[src/rtl/core/stk_pkg.sv]
// Shared widths, defaults and the stored-entry type for the sorted top-k table.
// No dependencies; compiled first.
`default_nettype none

package stk_pkg;

    localparam int TableSizeDef = 10;

    localparam int KeyW    = 17;
    localparam int NameW   = 32;
    localparam int YearW   = 16;
    localparam int MonthW  = 4;
    localparam int DayW    = 5;
    localparam int HourW   = 5;
    localparam int MinuteW = 6;
    localparam int SecondW = 6;
    localparam int RankW   = 4;
    localparam int CountW  = 4;

    // one table slot; the stamp part packs to 42 bits, year on top
    typedef struct packed {
        logic [KeyW-1:0]    key;
        logic [NameW-1:0]   name;
        logic [YearW-1:0]   year;
        logic [MonthW-1:0]  month;
        logic [DayW-1:0]    day;
        logic [HourW-1:0]   hour;
        logic [MinuteW-1:0] minute;
        logic [SecondW-1:0] second;
    } t_entry;

endpackage

`default_nettype wire

[src/rtl/core/stk_ifs.sv]
// Valid/ready channel interfaces for the sorted top-k table: entry in, result out.
// Depends on stk_pkg.
`default_nettype none

interface stk_in_if;
    logic                        valid;
    logic                        ready;
    logic [stk_pkg::KeyW-1:0]    elapsed_time;
    logic [stk_pkg::NameW-1:0]   name_id;
    logic [stk_pkg::YearW-1:0]   stamp_year;
    logic [stk_pkg::MonthW-1:0]  stamp_month;
    logic [stk_pkg::DayW-1:0]    stamp_day;
    logic [stk_pkg::HourW-1:0]   stamp_hour;
    logic [stk_pkg::MinuteW-1:0] stamp_minute;
    logic [stk_pkg::SecondW-1:0] stamp_second;

    modport source (
        output valid, elapsed_time, name_id, stamp_year, stamp_month,
               stamp_day, stamp_hour, stamp_minute, stamp_second,
        input  ready
    );
    modport sink (
        input  valid, elapsed_time, name_id, stamp_year, stamp_month,
               stamp_day, stamp_hour, stamp_minute, stamp_second,
        output ready
    );
endinterface

interface stk_out_if;
    logic                       valid;
    logic                       ready;
    logic [stk_pkg::RankW-1:0]  landing_rank;
    logic                       kept;
    logic [stk_pkg::CountW-1:0] entry_count;

    modport source (
        output valid, landing_rank, kept, entry_count,
        input  ready
    );
    modport sink (
        input  valid, landing_rank, kept, entry_count,
        output ready
    );
endinterface

`default_nettype wire

[src/rtl/core/sorted_top_k_insert_table.sv]
// Top level of the sorted top-k table: input register, parallel compare and
// shift of all slots, result register. Depends on stk_pkg and stk_ifs.
`default_nettype none

//  channel   dir  handshake     carries
//  i_item    in   valid/ready   elapsed_time, name_id, stamp_* (one new entry)
//  o_result  out  valid/ready   landing_rank, kept, entry_count
//
//  Entry register, then compare/shift into the result register.
//  One item per cycle sustained while the result is taken; every slot compares
//  against the new key at once and the whole table shifts in that same cycle.
//  Sync active-low reset clears the entry count and both valid flags only.
//  A stalled result holds the entry register; i_item.ready drops only then.
module sorted_top_k_insert_table #(
    parameter int TABLE_SIZE = stk_pkg::TableSizeDef
) (
    input  wire         i_clk,
    input  wire         i_rst_n,
    stk_in_if.sink      i_item,
    stk_out_if.source   o_result
);

    localparam int CntW = $clog2(TABLE_SIZE + 1);

    // entry register
    logic            r_in_valid;
    stk_pkg::t_entry r_in;

    // table: slots below r_count hold sorted entries
    stk_pkg::t_entry r_slot [TABLE_SIZE];
    stk_pkg::t_entry n_slot [TABLE_SIZE];
    logic [CntW-1:0] r_count;
    logic [CntW-1:0] n_count;

    // result register (rank kept full width for checks)
    logic            r_out_valid;
    logic [CntW-1:0] r_rank;
    logic            r_kept;
    logic [CntW-1:0] r_res_count;

    logic [TABLE_SIZE-1:0] le;       // slot valid and key <= new key
    logic [CntW-1:0]       n_rank;
    logic                  advance;  // entry register moves into result register

    assign advance      = r_in_valid && (!r_out_valid || o_result.ready);
    assign i_item.ready = !r_in_valid || advance;

    // compare: table is sorted, so le is a thermometer and its popcount is the slot
    always_comb begin
        for (int i = 0; i < TABLE_SIZE; i++) begin
            le[i] = (CntW'(i) < r_count) && (r_slot[i].key <= r_in.key);
        end
        n_rank = CntW'($countones(le));
    end

    // shift: slots above the landing point keep, the landing slot takes the new
    // entry, the rest take their upper neighbor; the last one falls off
    always_comb begin
        for (int i = 0; i < TABLE_SIZE; i++) begin
            if (le[i]) begin
                n_slot[i] = r_slot[i];
            end else if (i == 0) begin
                n_slot[i] = r_in;
            end else if (le[(i > 0) ? i - 1 : 0]) begin
                n_slot[i] = r_in;
            end else begin
                n_slot[i] = r_slot[(i > 0) ? i - 1 : 0];
            end
        end
        n_count = (r_count == CntW'(TABLE_SIZE)) ? r_count : r_count + 1'b1;
    end

    // control
    always_ff @(posedge i_clk) begin
        if (!i_rst_n) begin
            r_in_valid  <= 1'b0;
            r_out_valid <= 1'b0;
            r_count     <= '0;
        end else begin
            if (i_item.ready) begin
                r_in_valid <= i_item.valid;
            end
            if (advance) begin
                r_out_valid <= 1'b1;
                r_count     <= n_count;
            end else if (o_result.ready) begin
                r_out_valid <= 1'b0;
            end
        end
    end

    // payload, no reset
    always_ff @(posedge i_clk) begin
        if (i_item.valid && i_item.ready) begin
            r_in.key    <= i_item.elapsed_time;
            r_in.name   <= i_item.name_id;
            r_in.year   <= i_item.stamp_year;
            r_in.month  <= i_item.stamp_month;
            r_in.day    <= i_item.stamp_day;
            r_in.hour   <= i_item.stamp_hour;
            r_in.minute <= i_item.stamp_minute;
            r_in.second <= i_item.stamp_second;
        end
        if (advance) begin
            r_slot      <= n_slot;
            r_rank      <= n_rank;
            r_kept      <= (n_rank != CntW'(TABLE_SIZE));
            r_res_count <= n_count;
        end
    end

    assign o_result.valid        = r_out_valid;
    assign o_result.landing_rank = stk_pkg::RankW'(r_rank);
    assign o_result.kept         = r_kept;
    assign o_result.entry_count  = stk_pkg::CountW'(r_res_count);

    // ---- checks ----
    a_count_bound: assert property (@(posedge i_clk) disable iff (!i_rst_n)
        r_count <= CntW'(TABLE_SIZE))
        else $error("entry count above table size");

    a_kept_rank: assert property (@(posedge i_clk) disable iff (!i_rst_n)
        r_out_valid |-> (r_kept == (r_rank < CntW'(TABLE_SIZE))))
        else $error("kept flag disagrees with landing rank");

    a_rank_in_table: assert property (@(posedge i_clk) disable iff (!i_rst_n)
        r_out_valid |-> (r_rank <= r_res_count))
        else $error("landing rank beyond entry count");

    a_count_step: assert property (@(posedge i_clk) disable iff (!i_rst_n)
        advance |=> (r_count == (($past(r_count) == CntW'(TABLE_SIZE)) ?
                                 CntW'(TABLE_SIZE) : $past(r_count) + 1'b1)))
        else $error("entry count did not step on insert");

    for (genvar g = 1; g < TABLE_SIZE; g++) begin : g_order
        a_sorted: assert property (@(posedge i_clk) disable iff (!i_rst_n)
            (CntW'(g) < r_count) |-> (r_slot[g-1].key <= r_slot[g].key))
            else $error("table out of key order");
    end

endmodule

`default_nettype wire

[src/flat_wrapper.sv]
// flat-port wrapper written by rule: the top's interface ports become plain ports
module sorted_top_k_insert_table_flat 
#(
    parameter int TABLE_SIZE = stk_pkg::TableSizeDef
)
  (i_clk, i_rst_n, i_item_valid, i_item_elapsed_time, i_item_name_id, i_item_stamp_year, i_item_stamp_month, i_item_stamp_day, i_item_stamp_hour, i_item_stamp_minute, i_item_stamp_second, i_item_ready, o_result_valid, o_result_landing_rank, o_result_kept, o_result_entry_count, o_result_ready);
  stk_in_if i_item_i ();
  stk_out_if o_result_i ();
  input  wire i_clk;
  input  wire i_rst_n;
  input wire logic [$bits(i_item_i.valid)-1:0] i_item_valid;
  input wire logic [$bits(i_item_i.elapsed_time)-1:0] i_item_elapsed_time;
  input wire logic [$bits(i_item_i.name_id)-1:0] i_item_name_id;
  input wire logic [$bits(i_item_i.stamp_year)-1:0] i_item_stamp_year;
  input wire logic [$bits(i_item_i.stamp_month)-1:0] i_item_stamp_month;
  input wire logic [$bits(i_item_i.stamp_day)-1:0] i_item_stamp_day;
  input wire logic [$bits(i_item_i.stamp_hour)-1:0] i_item_stamp_hour;
  input wire logic [$bits(i_item_i.stamp_minute)-1:0] i_item_stamp_minute;
  input wire logic [$bits(i_item_i.stamp_second)-1:0] i_item_stamp_second;
  output wire logic [$bits(i_item_i.ready)-1:0] i_item_ready;
  output wire logic [$bits(o_result_i.valid)-1:0] o_result_valid;
  output wire logic [$bits(o_result_i.landing_rank)-1:0] o_result_landing_rank;
  output wire logic [$bits(o_result_i.kept)-1:0] o_result_kept;
  output wire logic [$bits(o_result_i.entry_count)-1:0] o_result_entry_count;
  input wire logic [$bits(o_result_i.ready)-1:0] o_result_ready;
  assign i_item_i.valid = i_item_valid;
  assign i_item_i.elapsed_time = i_item_elapsed_time;
  assign i_item_i.name_id = i_item_name_id;
  assign i_item_i.stamp_year = i_item_stamp_year;
  assign i_item_i.stamp_month = i_item_stamp_month;
  assign i_item_i.stamp_day = i_item_stamp_day;
  assign i_item_i.stamp_hour = i_item_stamp_hour;
  assign i_item_i.stamp_minute = i_item_stamp_minute;
  assign i_item_i.stamp_second = i_item_stamp_second;
  assign i_item_ready = i_item_i.ready;
  assign o_result_valid = o_result_i.valid;
  assign o_result_landing_rank = o_result_i.landing_rank;
  assign o_result_kept = o_result_i.kept;
  assign o_result_entry_count = o_result_i.entry_count;
  assign o_result_i.ready = o_result_ready;
  sorted_top_k_insert_table #(.TABLE_SIZE(TABLE_SIZE)) u_core (.i_clk(i_clk), .i_rst_n(i_rst_n), .i_item(i_item_i), .o_result(o_result_i));
endmodule
[config.mk]
export PLATFORM = sky130hd
export DESIGN_NAME = sorted_top_k_insert_table_flat
export DESIGN_NICKNAME = d
export VERILOG_FILES = /design/src/rtl/core/stk_pkg.sv /design/src/rtl/core/stk_ifs.sv /design/src/rtl/core/sorted_top_k_insert_table.sv /design/src/flat_wrapper.sv
export SDC_FILE = /design/constraint.sdc
export NUM_CORES = 1
export LEC_CHECK = 0
export ABC_AREA = 1
export BUFFER_PORTS_ARGS = -buffer_cell sky130_fd_sc_hd__clkbuf_2
export CAP_MARGIN = 10
export CORE_UTILIZATION = 40
export CTS_BUF_LIST = sky130_fd_sc_hd__clkbuf_4 sky130_fd_sc_hd__clkbuf_8
export DETAILED_ROUTE_END_ITERATION = 12
export GPL_TIMING_DRIVEN = 0
export PLACE_DENSITY = 0.55
export SYNTH_ARGS = -nofsm -noshare
export SYNTH_HDL_FRONTEND = slang
export SYNTH_SLANG_ARGS = --single-unit
export TNS_END_PERCENT = 5
[constraint.sdc]
create_clock -name i_clk -period 6.3 [get_ports i_clk]
set_input_delay 0.315 -clock i_clk [delete_from_list [all_inputs] [get_ports i_clk]]
set_output_delay 0.315 -clock i_clk [all_outputs]
set_load 0.005 [all_outputs]
==> results of run 1 <==
worst reg2reg max path, cell delays in order, from the launching register on:
cell and delay [ns]:
edfxtp_1 0.35, clkbuf_1 0.55, inv_1 0.45, ha_1 0.44, nand2_1 0.06, nor2_1 0.17, nand3b_1 0.12, nor2_1 0.10
nor2_1 0.05, nand2_1 0.07, nand2_2 0.17, nand2_4 0.20, inv_1 0.11, ha_1 0.29, inv_1 0.05, fa_1 0.52
fa_1 0.55, inv_1 0.05, fa_1 0.46, fa_1 0.39, xor2_1 0.18, nor3b_1 0.18, nand2_1 0.06
cells by family after synthesis:
family	share of synthesized area
AO/OA/AOI/OAI	0.0386
XOR/XNOR	0.00199
adder cells (fa/ha/maj)	0.180
buffers and inverters	0.0549
flip-flops	0.455
AND/OR/NAND/NOR	0.270
per-layer routing:
| metal | GRT usage | routed length, µm |
|---|---|---|
| met1 | 0.206 | 12600 |
| met2 | 0.354 | 15600 |
| met3 | 0.0248 | 959 |
| met4 | 0.0737 | 939 |
| met5 | 0 | 0 |
worst paths after layout:
path              startpoint                   end  slack [ns]  cells past startpoint
min                  i_rst_n     u_core.r_count[1]        0.06                      3
min reg2reg  u_core.r_in[77]    u_core.r_slot[896]        0.44                      0
max reg2reg  u_core.r_in[80]  u_core.o_result.kept        0.46                     22
max          u_core.r_in[80]  u_core.o_result.kept        0.46                     22
sequential cells by signal (all words and copies together) (netlist names):
| register | flops |
|---|---|
| u_core.r_in | 17 |
| u_core.r_slot | 170 |
| u_core.r_in_valid | 1 |
| u_core.o_result.landing_rank | 4 |
| u_core.o_result.valid | 1 |
| u_core.o_result.kept | 1 |
| u_core.r_count | 4 |
| u_core.o_result.entry_count | 4 |
layout make-up:
cell class | count | area [µm²]
Fill cell | 3222 | 17700
Multi-Input combinational cell | 1126 | 6490
Sequential cell | 202 | 6010
Clock buffer | 58 | 692
Tap cell | 442 | 553
Inverter | 122 | 460
Timing Repair Buffer | 56 | 385
Buffer | 47 | 265
Clock inverter | 9 | 35.0
cell usage in the layout (no fill, tap or decap), types with 2 or more instances in the layout:
cell           count
inv_2              2
nor3b_1            2
nand3_1          164
buf_1              3
dlygate4sd3_1     17
ha_1             180
o21ai_4            2
buf_2             14
nor2_1            94
clkbuf_4          17
clkbuf_8          41
buf_4             11
fa_1               6
clkbuf_2          31
o21a_1             2
xor2_1             3
nor3_1             2
nand3b_1           5
o21ai_0            8
dfxtp_1            6
nor2_2             3
clkinv_1           9
buf_6              8
and2_1             2
clkbuf_1          19
a21o_1            14
nand2_1          541
a21oi_1           55
inv_1            118
nand4_1           12
nand2_4            7
nand2_2           12
and3_1             3
edfxtp_1         196
power by group:
part / leakage (nW) / internal, mW / switching (mW)
clock network: 0.389 / 0.695 / 0.545
registers: 1.89 / 1.61 / 0.0470
logic: 4.92 / 0.249 / 0.470
total: 7.19 / 2.55 / 1.06
stage by stage:
step | power [mW] | setup slack, ns
floorplan | 2.19 | 1.54
global placement | 2.38 | 0.400
detailed placement | 2.41 | 0.416
CTS | 3.67 | 0.362
global route | 3.83 | 0.0207
finish | 3.62 | 0.464
what timing repair did:
action                    4_1_cts  5_1_grt
gates resized for setup         0        0
hold endpoints to repair       17        0
buffers inserted                0        0
hold buffers                   17        0
==> flow_metrics.tcl, run 1 <==
set metrics [dict create \
    yosysMostFrequentCell "nand2_1" \
    cts_buffers 39 \
    p_leak_nw 7.19 \
    n_antenna_cell 0 \
    irDropWorstVdd_mv 0.176 \
    synth_edf_count 196 \
    pwr_density_cell_nw_per_um2 243 \
    critPathKind "reg2reg" \
    wire_per_inst_um 14.6 \
    tightest_slew_ns 0.951 \
    firstDrtPassIters 5 \
    hold_viol_final 0 \
    fmax_mhz 171 \
    crit_buf_inv 5 \
    ant_nets 0 \
    drt_wl_total_um 30100 \
    synthTopCellsByCount "nand2_1 (541), edfxtp_1 (196), ha_1 (180), nand3_1 (164), inv_1 (118)" \
    critPathMaxFanout 10 \
    seq_area_frac_synth 0.455 \
    timing.setup.tns_ns 0 \
    setup_viol 0 \
    post-route-period-util 0.926 \
    antenna_found_initial 0 \
    synth_area_leaders "edfxtp_1 (45%), ha_1 (17%), nand2_1 (15%), nand3_1 (6.2%), inv_1 (3.4%)" \
    grtUsageTotal 0.186 \
    fin_util 0.458 \
    holdWs_ns 0.0641 \
    floorplan.initialDensity 0.406 \
    yosysTopAreaCellShare 0.445 \
    crit_family "adder cells" \
    status "finished, final reports clean" \
    grt_pass1_wl_um 48900 \
    htreeDepth 2 \
    yosysWarnings 0 \
    grt_max_degree 18 \
    syn_to_final_growth_pct 12.7 \
    dp.cells 1978 \
    cts-root-buf "clkbuf_8" \
    final_nets 1875 \
    path_cells "clkbuf_1 -> inv_1 -> ha_1 -> nand2_1 -> nor2_1 -> nand3b_1 -> nor2_1 -> nor2_1 -> nand2_1 -> nand2_2 -> nand2_4 -> inv_1 -> ha_1 -> inv_1 -> fa_1 -> fa_1 -> inv_1 -> fa_1 -> fa_1 -> xor2_1 -> nor3b_1 -> nand2_1" \
    worst_path_largest_cell_delay_ns 0.55 \
    grt_pass1_vias 10200 \
    coreArea_um2 32500 \
    syn_nets 1778 \
    hp-class "in2reg" \
    drv_cap 0 \
    rsz0062_at_grt "false" \
    syn_area_per_cell_um2 8.83 \
    ys.flop_type "edfxtp_1" \
    vias 10000 \
    routabilityCongestion 0.838 \
    synth-seq-cells 202 \
    worstSkewPairLatency_ns 0.53 \
    drive_gt1_frac 0.0944 \
    slew_headroom 0.366 \
    finalCriticalPeriod_ns 5.84 \
    arrival_ns 6.10 \
    ys_types 39 \
    die_w_um 184 \
    cts_tree "done" \
    fin_skew_ns 0.0196 \
    synthCells 1497 \
    netlist_area_um2 13200 \
    finalInstanceArea_um2 14900 \
    floorplan.rows 66 \
    clk_path_buf_depth 3 \
    drt_iter0_drc 403 \
    yosysTopAreaCell "edfxtp_1" \
    cp_slowest_cell "clkbuf_1" \
    cts.sinks 202 \
    instances_no_fill 2062 \
    ioPinCount 106 \
    clkTransAtPathRegs_ns 0.05 \
    die_h_um 184 \
    crit_required_ns 6.56 \
    async_flop_share 0 \
    viasPerCell 4.87 \
    slew_violations 0 \
    crit_path_start_kind "flop" \
    fp.dieArea_um2 33800 \
    drc_errors 0 \
    port_buffers 31 \
    endpoint_kind "flop" \
    place_area_um2 14000 \
    grt.overflow.total 0 \
    dp_hpwl_um 24800 \
]
No activity file was read; power rests on OpenSTA's default activity.
==> run 2: changes to the inputs <==
--- a/config.mk
+++ b/config.mk
@@ -12,7 +12,8 @@
 export CTS_BUF_LIST = sky130_fd_sc_hd__clkbuf_4 sky130_fd_sc_hd__clkbuf_8
 export DETAILED_ROUTE_END_ITERATION = 12
 export GPL_TIMING_DRIVEN = 0
-export PLACE_DENSITY = 0.55
+export PLACE_DENSITY = 0.57
+export SLEW_MARGIN = 20
 export SYNTH_ARGS = -nofsm -noshare
 export SYNTH_HDL_FRONTEND = slang
 export SYNTH_SLANG_ARGS = --single-unit
==> constraint.sdc (replaced) <==
create_clock -name i_clk -period 5.36 [get_ports i_clk]
set_input_delay 0.268 -clock i_clk [delete_from_list [all_inputs] [get_ports i_clk]]
set_output_delay 0.268 -clock i_clk [all_outputs]
set_load 0.005 [all_outputs]
==> run 2 against run 1 <==
Compared with the run above: non-clock buffer count up 36; utilization rose by 1.4 points; sequential power is 17% higher; worst hold slack worse by 0.0043 ns; cell count increased by 2.0%; critical endpoint unchanged.
==> flow_metrics.tcl, run 2 (synthesized netlist as in run 1, its figures left out) <==
set metrics [dict create \
    status "finished, final reports clean" \
    vias 10200 \
    regMostFlops "u_core.r_slot" \
    holdWs_ns 0.0598 \
    setup_viol 0 \
    coreArea_um2 32500 \
    antenna_found_initial 0 \
    totalPowerFinal_mw 4.35 \
    pwr_density_cell_nw_per_um2 283 \
    tightest_slew_ns 0.862 \
    slew_headroom 0.424 \
    ant_nets 0 \
    final_cell_mix "nand2_1 (541), edfxtp_1 (196), ha_1 (180)" \
    drive_gt1_frac 0.137 \
    clk_path_buf_depth 3 \
    place_area_um2 14000 \
    floorplan.rows 66 \
    fin_util 0.472 \
    worstSkewPairLatency_ns 0.54 \
    drt_wl_total_um 31200 \
    reg_top3 "u_core.r_slot x170, u_core.r_in x17" \
    irDropWorstVdd_mv 0.179 \
    firstDrtPassIters 5 \
    cts_buffers 39 \
    fp.dieArea_um2 33800 \
    hp-class "in2reg" \
    crit_path_start_kind "flop" \
    syn_to_final_growth_pct 16.2 \
    clkTransAtPathRegs_ns 0.06 \
    r2r_cells 22 \
    wire_per_inst_um 14.8 \
    drc_errors 0 \
    p_leak_nw 7.39 \
    grt_pass1_vias 10100 \
    crit_required_ns 5.63 \
    slew_violations 0 \
    fin_skew_ns 0.0197 \
    n_antenna_cell 0 \
    largest_reg_flops 170 \
    worstReg2RegEnd "u_core.o_result.kept" \
    hold_viol_final 0 \
    fmax_mhz 196 \
    dp_hpwl_um 24400 \
    viasPerCell 4.87 \
    hold_path_depth 3 \
    grt_pass1_wl_um 48600 \
    endpoint_kind "flop" \
    post-route-period-util 0.950 \
    htreeDepth 2 \
    drv_cap 0 \
    cts_tree "done" \
    die_h_um 184 \
    cts-root-buf "clkbuf_8" \
    routabilityCongestion 0.844 \
    port_buffers 31 \
    floorplan.initialDensity 0.406 \
    min_to "u_core.r_in_valid" \
    final_nets 1913 \
    arrival_ns 5.36 \
    grt_max_degree 18 \
    dp.cells 1972 \
    finalInstanceArea_um2 15400 \
    die_w_um 184 \
    drt_iter0_drc 403 \
    r2r_start "u_core.r_in[90]" \
    grt.overflow.total 0 \
    num-fill-cells 3129 \
    grtUsageTotal 0.186 \
    critPathKind "reg2reg" \
    min_from "i_item_valid" \
    critPathMaxFanout 9 \
    layout_commonest_cell "nand2_1" \
    rrSetupSlack_ns 0.27 \
    instances_no_fill 2103 \
    finalCriticalPeriod_ns 5.09 \
    cts.sinks 202 \
    ioPinCount 106 \
]
run 2: cell count changes in the layout (fill, tap and decap cells not counted), moves of 4 or more:
| cell | previous run | this run |
|---|---|---|
| buf_4 | 11 | 57 |
| clkbuf_1 | 19 | 3 |
| nor2_2 | 3 | 13 |
| clkbuf_4 | 17 | 13 |
| clkinvlp_4 | 0 | 12 |
| nor2_1 | 94 | 83 |
| inv_1 | 118 | 110 |
run 2: critical path: stages (launching register included):
cell        delay, ns
edfxtp_1         0.40
clkinvlp_4       0.23
clkbuf_4         0.25
ha_1             0.30
nand2_1          0.07
nor2_1           0.13
nand2_1          0.12
nor2_1           0.12
nor2_1           0.05
nand2_1          0.09
nand2_4          0.12
nand2_4          0.09
inv_1            0.08
ha_1             0.28
inv_1            0.05
fa_1             0.52
fa_1             0.55
inv_1            0.06
fa_1             0.46
fa_1             0.39
xor2_1           0.19
nor3b_1          0.19
nand2_1          0.07
run 2: per-stage QoR:
step           setup slack, ns  TNS, ns
4_1_cts                  0.118        0
3_5_place_dp            -0.671    -1.42
3_3_place_gp            -0.574    -1.16
2_1_floorplan            0.599        0
5_1_grt                -0.0182  -0.0182
6_report                 0.265        0
run 2: timing repair:
| item | in CTS | in global routing |
|---|---|---|
| setup endpoints to repair | 4 | 1 |
| buffers inserted | 27 | 29 |
| hold endpoints to repair | 21 | 0 |
| cloned | 0 | 2 |
| pin swaps | 0 | 3 |
| resized for setup | 4 | 13 |
| hold buffers | 19 | 0 |
run 2: report_power, final:
group	leakage, nW	internal [mW]	switching [mW]
logic	5.11	0.318	0.568
registers	1.89	1.89	0.0581
clock network	0.396	0.834	0.678
run 2: cell type report:
| class | instances | area [µm²] | share of cell area |
|---|---|---|---|
| multi-input cells | 1126 | 6540 | 0.426 |
| flip-flops and latches | 202 | 6010 | 0.391 |
| repair buffers | 108 | 786 | 0.0512 |
| clock buffers | 56 | 696 | 0.0453 |
| well taps | 442 | 553 | 0.0360 |
| inverters | 122 | 490 | 0.0319 |
| plain buffers | 31 | 205 | 0.0134 |
| clock inverters | 14 | 67.6 | 0.00440 |
| repair inverters | 2 | 12.5 | 0.000815 |
run 2: how the worst max path moves through the flow:
stage          depth (start not counted)       startpoint              endpoint  slack (ns)
6_report                              22  u_core.r_in[90]  u_core.o_result.kept        0.27
5_1_grt                               22  u_core.r_in[86]  u_core.o_result.kept       -0.02
4_1_cts                               19  u_core.r_in[86]  u_core.o_result.kept        0.12
3_5_place_dp                          20  u_core.r_in[86]  u_core.o_result.kept       -0.67
3_3_place_gp                          20  u_core.r_in[86]  u_core.o_result.kept       -0.57
2_1_floorplan                         22  u_core.r_in[82]  u_core.o_result.kept        0.60
run 2: routing by layer:
metal  GRT usage  part of all wire  up-vias
li1            -                 -     5321
met1       0.206              0.43     4685
met2       0.355              0.51      156
met3      0.0250             0.029       71
met4      0.0733             0.032        0
met5           0                 0        -
==> run 3: changes to the inputs <==
--- a/config.mk
+++ b/config.mk
@@ -8,6 +8,7 @@
 export ABC_AREA = 1
 export BUFFER_PORTS_ARGS = -buffer_cell sky130_fd_sc_hd__clkbuf_2
 export CAP_MARGIN = 10
+export CORE_ASPECT_RATIO = 0.7
 export CORE_UTILIZATION = 40
 export CTS_BUF_LIST = sky130_fd_sc_hd__clkbuf_4 sky130_fd_sc_hd__clkbuf_8
 export DETAILED_ROUTE_END_ITERATION = 12
==> run 3 against run 2 <==
Compared with the run above: sequential cell count stayed put; wire length is 22% higher; register-to-register slack worse by 0.03 ns; setup slack worse by 0.031 ns; fmax is 0.61% lower; sequential share of layout area is 0.16 points lower; clock power is 5% lower; via count is 5.0% higher.
==> flow_metrics.tcl, run 3 (synthesized netlist as in run 1, its figures left out) <==
set metrics [dict create \
    ant_nets 0 \
    syn_to_final_growth_pct 16.7 \
    dp_hpwl_um 26500 \
    grt_max_degree 18 \
    crit_required_ns 5.66 \
    coreArea_um2 32400 \
    routabilityCongestion 0.848 \
    drv_cap 0 \
    dp_slack_ns -1.13 \
    final_cell_mix "nand2_1 (541), edfxtp_1 (196), ha_1 (180)" \
    critPathMaxFanout 9 \
    hp-class "in2reg" \
    drc_errors 0 \
    final_nets 1918 \
    n_antenna_cell 0 \
    firstDrtPassIters 5 \
    setup_viol 0 \
    vias 10700 \
    arrival_ns 5.43 \
    finalInstanceArea_um2 15400 \
    floorplan.rows 55 \
    worstSkewPairLatency_ns 0.56 \
    drt_iter0_drc 813 \
    num-fill-cells 3085 \
    drt_wl_total_um 38100 \
    endpoint_kind "flop" \
    crit_path_start_kind "flop" \
    cts_buffers 34 \
    path_cells "clkinvlp_4 -> buf_4 -> ha_1 -> nand2_1 -> nor2_2 -> nand4_1 -> nor2_1 -> nor2_1 -> nand2_1 -> nand2_2 -> nand2_4 -> inv_1 -> ha_1 -> inv_1 -> fa_1 -> fa_1 -> inv_1 -> fa_1 -> fa_1 -> xor2_1 -> nor3b_1 -> nand2_1" \
    grt_pass1_vias 10000 \
    clk_path_buf_depth 3 \
    critPathKind "reg2reg" \
    multiInputGateArea_um2 6540 \
    floorplan.initialDensity 0.408 \
    layout_commonest_cell "nand2_1" \
    p_leak_nw 7.40 \
    post-route-period-util 0.956 \
    worst_path_largest_cell_delay_ns 0.60 \
    slew_headroom 0.390 \
    cp_slowest_cell "edfxtp_1" \
    fmax_mhz 195 \
    grtUsageTotal 0.230 \
    place_area_um2 14000 \
    port_buffers 31 \
    viasPerCell 5.15 \
    wire_per_inst_um 18.2 \
    grt_pass1_wl_um 57600 \
    grt.overflow.total 0 \
    rsz0062_at_grt "false" \
    irDropWorstVdd_mv 0.203 \
    largest_reg_flops 170 \
    cts_tree "done" \
    slew_violations 0 \
    cts-root-buf "clkbuf_8" \
    die_w_um 219 \
    setup_ws_ns 0.234 \
    fin_skew_ns 0.0124 \
    crit_top_cell "fa_1" \
    pwr_density_cell_nw_per_um2 281 \
    fin_util 0.476 \
    clkTransAtPathRegs_ns 0.06 \
    hold_viol_final 0 \
    htreeDepth 2 \
    seqCellArea_um2 6010 \
    reg_top3 "u_core.r_slot x170, u_core.r_in x17" \
    fp.dieArea_um2 33800 \
    tightest_slew_ns 0.914 \
    status "finished, final reports clean" \
    die_h_um 154 \
    drive_gt1_frac 0.143 \
    cts.sinks 202 \
    holdWs_ns 0.423 \
    antenna_found_initial 1 \
    regMostFlops "u_core.r_slot" \
    finalCriticalPeriod_ns 5.13 \
    ioPinCount 106 \
]
## run 3: changes by cell type in the layout (fill, tap and decap cells not counted), moves of 2 or more
cell,previous run,this run
buf_4,57,65
inv_1,110,103
clkbuf_8,44,39
buf_12,0,4
clkinv_1,9,5
clkinvlp_4,12,15
nor2_2,13,16
clkinv_2,3,1
dlygate4sd3_1,19,21
inv_6,0,2
nor2_1,83,81
## run 3: final timing paths
| kind | cells after the start | slack [ns] | to | startpoint |
|---|---|---|---|---|
| worst max-delay path | 22 | 0.23 | u_core.o_result.kept | u_core.r_in[81] |
| worst min-delay path | 2 | 0.42 | u_core.r_in[89] | i_item_elapsed_time[15] |
| worst max register to register | 22 | 0.23 | u_core.o_result.kept | u_core.r_in[81] |
| worst min register to register | 0 | 0.52 | u_core.r_slot[906] | u_core.r_in[87] |
## run 3: report_power, final
part           internal, mW  switching, mW  leakage [nW]
clock                 0.764          0.667         0.364
combinational         0.330          0.598          5.15
sequential             1.89         0.0781          1.89
## run 3: final cells by class
cell class                      count  share of cell area
Clock buffer                       53              0.0416
Tap cell                          427              0.0347
Clock inverter                      7             0.00243
Inverter                          122              0.0335
Multi-Input combinational cell   1126               0.424
Sequential cell                   202               0.390
Timing Repair Buffer              118              0.0579
Buffer                             33              0.0159
## run 3: timing repair
action                                 CTS  global route
pin swaps                                0             3
gates cloned                             0             0
setup endpoints to repair                5             2
gates resized for setup                 15            19
hold buffers                            21             0
setup buffers                           51            13
endpoints found under the hold margin   22             0
## run 3: through the flow
| stage | power, mW | TNS (ns) | instances |
|---|---|---|---|
| final | 4.33 | 0 | 2088 |
| after global routing | 4.55 | 0 | 2088 |
| after CTS | 4.33 | 0 | 2075 |
| after detailed placement | 2.86 | -3.65 | 1957 |
| after global placement | 2.82 | -4.24 | 1955 |
| after floorplan | 2.58 | 0 | 1497 |
## run 3: per-layer routing
metal / routed length (µm) / up-vias / track usage
li1: - / 5317 / -
met1: 18100 / 5085 / 0.332
met2: 16400 / 292 / 0.346
met3: 2800 / 52 / 0.0475
met4: 737 / 0 / 0.0632
met5: 0 / - / 0
## run 3: worst max-delay path, delay by kind of cell, from the launching register on
family                   cells  cell delay, ns
XOR/XNOR                     1            0.19
adder cells (fa/ha/maj)      6            2.45
buffers and inverters        5            0.54
flip-flops                   1            0.60
AND/OR/NAND/NOR             10            1.08
